`src/hw/rtl/lesq_pkg.sv`:
```
// ----------------------------------------------------------------------------
// lesq_pkg
// Shared constants and types for the largest empty square search block.
// ----------------------------------------------------------------------------
`default_nettype none

package lesq_pkg;

  localparam int DEF_MAX_ROWS = 64;
  localparam int DEF_MAX_COLS = 64;

  localparam int CFG_W     = 7;
  localparam int CFG_IDX_W = 1;

  localparam logic [CFG_IDX_W-1:0] REG_ROWS_IN_USE = 1'd0;
  localparam logic [CFG_IDX_W-1:0] REG_COLS_IN_USE = 1'd1;

  localparam logic [CFG_W-1:0] CFG_DIM_RESET = 7'd64;

  localparam int TOP_ROW_W  = 6;
  localparam int LEFT_COL_W = 6;
  localparam int SIDE_W     = 7;

  typedef struct packed {
    logic active;
    logic done;
  } srch_status_t;

endpackage

`default_nettype wire

```
`src/hw/rtl/lesq_ram.sv`:
```
// ----------------------------------------------------------------------------
// lesq_ram
// Generic simple dual-port RAM, one write and one registered read port.
// ----------------------------------------------------------------------------
`default_nettype none

module lesq_ram #(
  parameter int WIDTH = 1,
  parameter int DEPTH = 2,
  localparam int AW = (DEPTH > 1) ? $clog2(DEPTH) : 1
) (
  input  wire logic             clk,
  input  wire logic             we,
  input  wire logic [AW-1:0]    waddr,
  input  wire logic [WIDTH-1:0] wdata,
  input  wire logic [AW-1:0]    raddr,
  output logic      [WIDTH-1:0] rdata
);

  logic [WIDTH-1:0] mem [DEPTH];

  always_ff @(posedge clk) begin
    if (we) begin
      mem[waddr] <= wdata;
    end
    rdata <= mem[raddr];
  end

endmodule

`default_nettype wire

```
`src/hw/rtl/lesq_search.sv`:
```
// ----------------------------------------------------------------------------
// lesq_search
// Bottom-up square-size sweep over the grid memory, one cell per cycle.
// Walks from the last cell back to the first; a row buffer memory holds the
// square sizes of the row below. Ties go to the earlier corner.
// ----------------------------------------------------------------------------
`default_nettype none

module lesq_search #(
  parameter int MAX_ROWS = 64,
  parameter int MAX_COLS = 64,
  localparam int RW   = (MAX_ROWS > 1) ? $clog2(MAX_ROWS) : 1,
  localparam int CW   = (MAX_COLS > 1) ? $clog2(MAX_COLS) : 1,
  localparam int RNW  = $clog2(MAX_ROWS + 1),
  localparam int CNW  = $clog2(MAX_COLS + 1),
  localparam int SW   = $clog2(((MAX_ROWS < MAX_COLS) ? MAX_ROWS : MAX_COLS) + 1),
  localparam int GA_W = (MAX_ROWS * MAX_COLS > 1) ? $clog2(MAX_ROWS * MAX_COLS) : 1
) (
  input  wire logic                    clk,
  input  wire logic                    rst_n,
  input  wire logic                    go,
  input  wire logic [RNW-1:0]          rows_n,
  input  wire logic [CNW-1:0]          cols_n,
  output logic      [GA_W-1:0]         grid_raddr,
  input  wire logic                    grid_rdata,
  output logic      [RW-1:0]           best_row,
  output logic      [CW-1:0]           best_col,
  output logic      [SW-1:0]           best_side,
  output lesq_pkg::srch_status_t       status
);

  import lesq_pkg::*;

  // issue stage
  logic          iss_r, iss_nxt;
  logic [RW-1:0] sr_r, sr_nxt;
  logic [CW-1:0] sc_r, sc_nxt;

  // compute stage
  logic          p_v_r;
  logic [RW-1:0] p_row_r;
  logic [CW-1:0] p_col_r;
  logic          p_first_col_r;
  logic          p_last_row_r;
  logic          p_end_r;
  logic          fwd_r;
  logic [SW-1:0] dp_last_r;
  logic [SW-1:0] up_prev_r;

  logic [RW-1:0] best_row_r, best_row_nxt;
  logic [CW-1:0] best_col_r, best_col_nxt;
  logic [SW-1:0] best_side_r, best_side_nxt;

  logic [SW-1:0] rb_q;
  logic [SW-1:0] up, right, diag, mn, dp;

  lesq_ram #(.WIDTH(SW), .DEPTH(MAX_COLS)) u_rowbuf (
    .clk  (clk),
    .we   (p_v_r),
    .waddr(p_col_r),
    .wdata(dp),
    .raddr(sc_r),
    .rdata(rb_q)
  );

  assign grid_raddr = GA_W'(GA_W'(sr_r) * GA_W'(MAX_COLS) + GA_W'(sc_r));

  always_comb begin
    iss_nxt = iss_r;
    sr_nxt  = sr_r;
    sc_nxt  = sc_r;
    if (go) begin
      iss_nxt = 1'b1;
      sr_nxt  = RW'(rows_n - RNW'(1));
      sc_nxt  = CW'(cols_n - CNW'(1));
    end else if (iss_r) begin
      if (sc_r == '0) begin
        sc_nxt = CW'(cols_n - CNW'(1));
        if (sr_r == '0) begin
          iss_nxt = 1'b0;
        end else begin
          sr_nxt = sr_r - RW'(1);
        end
      end else begin
        sc_nxt = sc_r - CW'(1);
      end
    end
  end

  always_comb begin
    up    = p_last_row_r ? '0 : (fwd_r ? dp_last_r : rb_q);
    right = p_first_col_r ? '0 : dp_last_r;
    diag  = (p_first_col_r || p_last_row_r) ? '0 : up_prev_r;
    mn    = up;
    if (right < mn) begin
      mn = right;
    end
    if (diag < mn) begin
      mn = diag;
    end
    dp = grid_rdata ? '0 : mn + SW'(1);
  end

  always_comb begin
    best_row_nxt  = best_row_r;
    best_col_nxt  = best_col_r;
    best_side_nxt = best_side_r;
    if (go) begin
      best_row_nxt  = '0;
      best_col_nxt  = '0;
      best_side_nxt = '0;
    end else if (p_v_r && dp != '0 && dp >= best_side_r) begin
      // walking backwards: an equal size seen later is the earlier corner
      best_row_nxt  = p_row_r;
      best_col_nxt  = p_col_r;
      best_side_nxt = dp;
    end
  end

  always_ff @(posedge clk) begin
    p_row_r       <= sr_r;
    p_col_r       <= sc_r;
    p_first_col_r <= (32'(sc_r) + 32'd1 == 32'(cols_n));
    p_last_row_r  <= (32'(sr_r) + 32'd1 == 32'(rows_n));
    p_end_r       <= (sr_r == '0) && (sc_r == '0);
    if (p_v_r) begin
      dp_last_r <= dp;
      up_prev_r <= up;
    end
    best_row_r  <= best_row_nxt;
    best_col_r  <= best_col_nxt;
    best_side_r <= best_side_nxt;
  end

  always_ff @(posedge clk) begin
    if (!rst_n) begin
      iss_r <= 1'b0;
      p_v_r <= 1'b0;
      fwd_r <= 1'b0;
      sr_r  <= '0;
      sc_r  <= '0;
    end else begin
      iss_r <= iss_nxt;
      sr_r  <= sr_nxt;
      sc_r  <= sc_nxt;
      p_v_r <= iss_r;
      // read of the row buffer entry being written this cycle
      fwd_r <= iss_r && p_v_r && (sc_r == p_col_r);
    end
  end

  assign best_row      = best_row_r;
  assign best_col      = best_col_r;
  assign best_side     = best_side_r;
  assign status.active = iss_r || p_v_r;
  assign status.done   = p_v_r && p_end_r;

endmodule

`default_nettype wire

```
`config.mk`:
```
export PLATFORM = sky130hd
export DESIGN_NAME = lesq_search
export DESIGN_NICKNAME = d
export VERILOG_FILES = /design/src/hw/rtl/lesq_pkg.sv /design/src/hw/rtl/lesq_ram.sv /design/src/hw/rtl/lesq_search.sv
export SDC_FILE = /design/constraint.sdc
export NUM_CORES = 1
export LEC_CHECK = 0
export ABC_AREA = 1
export BUFFER_PORTS_ARGS = -buffer_cell sky130_fd_sc_hd__buf_2
export CORE_ASPECT_RATIO = 0.75
export CORE_UTILIZATION = 38
export DETAILED_ROUTE_END_ITERATION = 8
export PLACE_DENSITY = 0.65
export RECOVER_POWER = 100
export SETUP_SLACK_MARGIN = 0.2
export SLEW_MARGIN = 10
export SYNTH_ARGS = -nofsm -noshare
export SYNTH_HDL_FRONTEND = slang
export SYNTH_SLANG_ARGS = --single-unit
```
`constraint.sdc`:
```
create_clock -name clk -period 8.2 [get_ports clk]
set_clock_uncertainty 0.1 [all_clocks]
set_input_delay 2.05 -clock clk [delete_from_list [all_inputs] [get_ports clk]]
set_output_delay 2.05 -clock clk [all_outputs]
set_load 0.02 [all_outputs]
```
==> out/summary.json <==
{
  "worst_hold_path": {
    "hold_path.class": "register to register"
  },
  "grt": {
    "grt_pass1_wl_um": 85300,
    "via_count_of_the_first_global_routing_pass": 14220,
    "global_routing_usage_summed_across_all_routing_layers_pct": 18.99,
    "grt_max_degree": 135,
    "antenna_violations_before_repair": 2,
    "overflow_left_after_global_routing": 0
  },
  "yosys": {
    "synth_most_common_cell": "edfxtp_1",
    "synth_commonest_cells": "462 x edfxtp_1, 366 x nor2_1, 256 x o21ai_0",
    "asyncSetResetFlopFracSynth_pct": 0,
    "synthDominantAreaCellType": "edfxtp_1",
    "postSynthRegisterBits": 518,
    "synth.net_count": 1935,
    "synth_sequential_area_ratio_pct": 68.88,
    "synth_top_area_share_pct": 63.73,
    "ys_top_cells_by_area": "edfxtp_1 64%, nor2_1 6.3%, o21ai_0 5.9%, dfxtp_1 5.2%, nand2_1 2.8%",
    "syn-cell-area_um2": 21770,
    "synth-edff-count": 462,
    "commonest_register_cell_after_synthesis": "edfxtp_1",
    "syn_inst": 1891,
    "synth.yosys.warnings": 0,
    "synth.avg_cell_area_um2": 11.51,
    "cell_variety_after_synth": 49
  },
  "cts": {
    "cts_root_buffer": "clkbuf_16",
    "post_cts.resized_instances": 0,
    "postCtsHoldBufs": 0,
    "cts_setup_buffers": 0,
    "tritoncts.num_buffers": 48,
    "cts-root-to-sink-buffers": 3,
    "tritoncts": "yes",
    "htree_num_levels": 2,
    "clock_sinks": 518,
    "clkSlewWorstSetupHoldPaths_ns": 0.06,
    "worst_skew_pair.late_latency_ns": 0.58
  },
  "floorplan": {
    "core_area_um2": 56210,
    "num_rows": 75,
    "io_pins": 51,
    "chipWidth_um": 278.4,
    "die_height_um": 209.3,
    "initial_util_pct": 38.73,
    "fp.dieArea_um2": 58260
  },
  "layout": {
    "finalNetCount": 1954,
    "layout-area-overhead-vs-synth_pct": 10.36,
    "drive_gt1_share_pct": 6.410,
    "diodes": 0,
    "fillers": 5155
  },
  "flow_run": {
    "maxCapViolCount": 12
  },
  "worst_setup_path": {
    "timing_worst_setup_path_type": "register to register",
    "critical_path_peak_fanout": 34,
    "worst_path_largest_cell_delay_ns": 0.47,
    "worstPathBufferInverterCount": 8,
    "slowest_stage": "dfxtp_1",
    "critical_path_required_ns": 8.55,
    "cpLargestDelayFamily": "simple AND/OR/NAND/NOR gates",
    "worstSetupStartpointType": "register",
    "crit_path_end_kind": "register",
    "arrival_ns": 7.26
  },
  "drt": {
    "met1_length_um": 24830,
    "maxUsedRoutingLayer": "met4",
    "vias": 14860,
    "drtPass1Iterations": 5,
    "viasPerCell": 5.541,
    "detail_route.wl_per_cell_um": 20.81,
    "met2_wirelength_um": 24590,
    "drt.antenna.violating_nets": 0,
    "met3_length_um": 5256,
    "wl_um": 55800,
    "dr.first_iter.drc_count": 1932,
    "detail_route.drc_violations": 0
  },
  "sta": {
    "report.final.setup_viol": 0,
    "unrepaired_setup_endpoints_after_global_routing": "no",
    "max_freq_mhz": 144.8,
    "slew-limit-headroom_pct": -118.8,
    "timing.setup.tns_ns": 0,
    "period_needed_ns": 6.906,
    "worst_slew_pin_slew_ns": 3.282,
    "finalMaxSlewViolations": 539,
    "hold_violations": 0,
    "share_of_the_clock_period_used_by_the_worst_path_pct": 84.21
  },
  "placement": {
    "globalplace.congestion": 0.8772,
    "dp_hpwl_um": 32560,
    "io_buffer_count": 50
  },
  "power_and_ir_drop": {
    "design_power_total_w": 0.007605,
    "power_density_nw_per_um2": 316.6,
    "p_leak_nw": 8.173,
    "peakVddDrop_uv": 268.1
  },
  "outcome": {
    "violations": "capacitance limit, slew limit",
    "outcome": "finished with violations"
  }
}
==> cells by family after synthesis <==
group / Yosys count / synth area share, %
and+or+nand+nor: 653 / 12.53
DFF: 518 / 68.88
AOI/OAI and AO/OA: 446 / 11.92
buffers and inverters: 217 / 3.926
xor gates and xnor gates: 30 / 1.207
adders and majority gates: 26 / 1.494
muxes: 1 / 0.04598
==> through the flow <==
| stage | utilization [%] | cells | setup slack, ns | instance area, um^2 | hold slack [ns] |
|---|---|---|---|---|---|
| 6_report | 42.74 | 2681 | 1.294 | 24020 | 0.3753 |
| 5_1_grt | 42.74 | 2681 | 0.5603 | 24020 | 0.3712 |
| 4_1_cts | 43.02 | 2681 | 1.631 | 24180 | 0.3611 |
| 3_5_place_dp | 40.45 | 2591 | 1.666 | 22730 | 0.3514 |
| 3_3_place_gp | 40.45 | 2591 | 1.965 | 22730 | 0.3422 |
| 2_1_floorplan | - | 1891 | 1.374 | 21770 | 0.3403 |
==> per-layer routing <==
metal	GRT usage, %	vias up
li1	-	6852
met1	28.23	7235
met2	28.80	675
met3	3.128	94
met4	5.030	0
met5	0	-
==> state kept, by name, indices dropped and copies added (netlist names) <==
| register | cells |
|---|---|
| best_col | 6 |
| best_row | 6 |
| best_side | 7 |
| dp_last_r | 7 |
| fwd_r | 1 |
| iss_r | 1 |
| p_col_r | 6 |
| p_end_r | 1 |
| p_first_col_r | 1 |
| p_last_row_r | 1 |
| p_row_r | 6 |
| p_v_r | 1 |
| sc_r | 6 |
| sr_r | 6 |
| u_rowbuf.mem | 448 |
| u_rowbuf.rdata | 7 |
| up_prev_r | 7 |
==> power breakdown <==
group | switching, W | internal, W | total (W)
combinational | 0.00146 | 0.000431 | 0.00189
sequential | 0.0000902 | 0.00353 | 0.00362
clock | 0.000948 | 0.00114 | 0.00209
==> cell type report <==
class                   count  area (um^2)  area share (%)
clock buffers              71         1350           5.620
multi-input cells        1156         5899           24.56
clock inverters            19        97.59          0.4063
repair buffers             76        344.1           1.432
flip-flops and latches    518        15000           62.43
well taps                 731        914.6           3.807
inverters                 110        419.2           1.745
==> final timing paths <==
kind | startpoint | depth (start not counted) | slack (ns) | endpoint
worst min-delay path | sr_r[1] | 0 | 0.38 | p_row_r[1]
worst max-delay path | fwd_r | 39 | 1.29 | best_side[2]
worst max register to register | fwd_r | 39 | 1.29 | best_side[2]
worst min register to register | sr_r[1] | 0 | 0.38 | p_row_r[1]
==> cells in the final DEF (no fill, tap or decap), types with 3 or more instances in the layout <==
cell type and n:
nand3_1 56, nand2_1 164, o21bai_1 3, a221oi_1 3, o21ai_0 257, clkinv_2 7, or2_2 3, xor2_1 15
a21oi_1 24, a31oi_1 11, inv_2 5, clkbuf_1 64, xnor2_1 15, o221ai_1 35, a22o_1 4, buf_2 16
o22ai_1 78, o211ai_1 16, edfxtp_1 462, o21ai_1 3, a211oi_1 3, clkinv_1 15, nor4_1 11, ha_1 26
inv_1 98, dfxtp_1 55, nor3_1 11, nand2_2 13, clkbuf_16 50, clkbuf_2 7, buf_4 8, nor2_1 364
nand4_1 23
(Power assumes the default switching activity.)
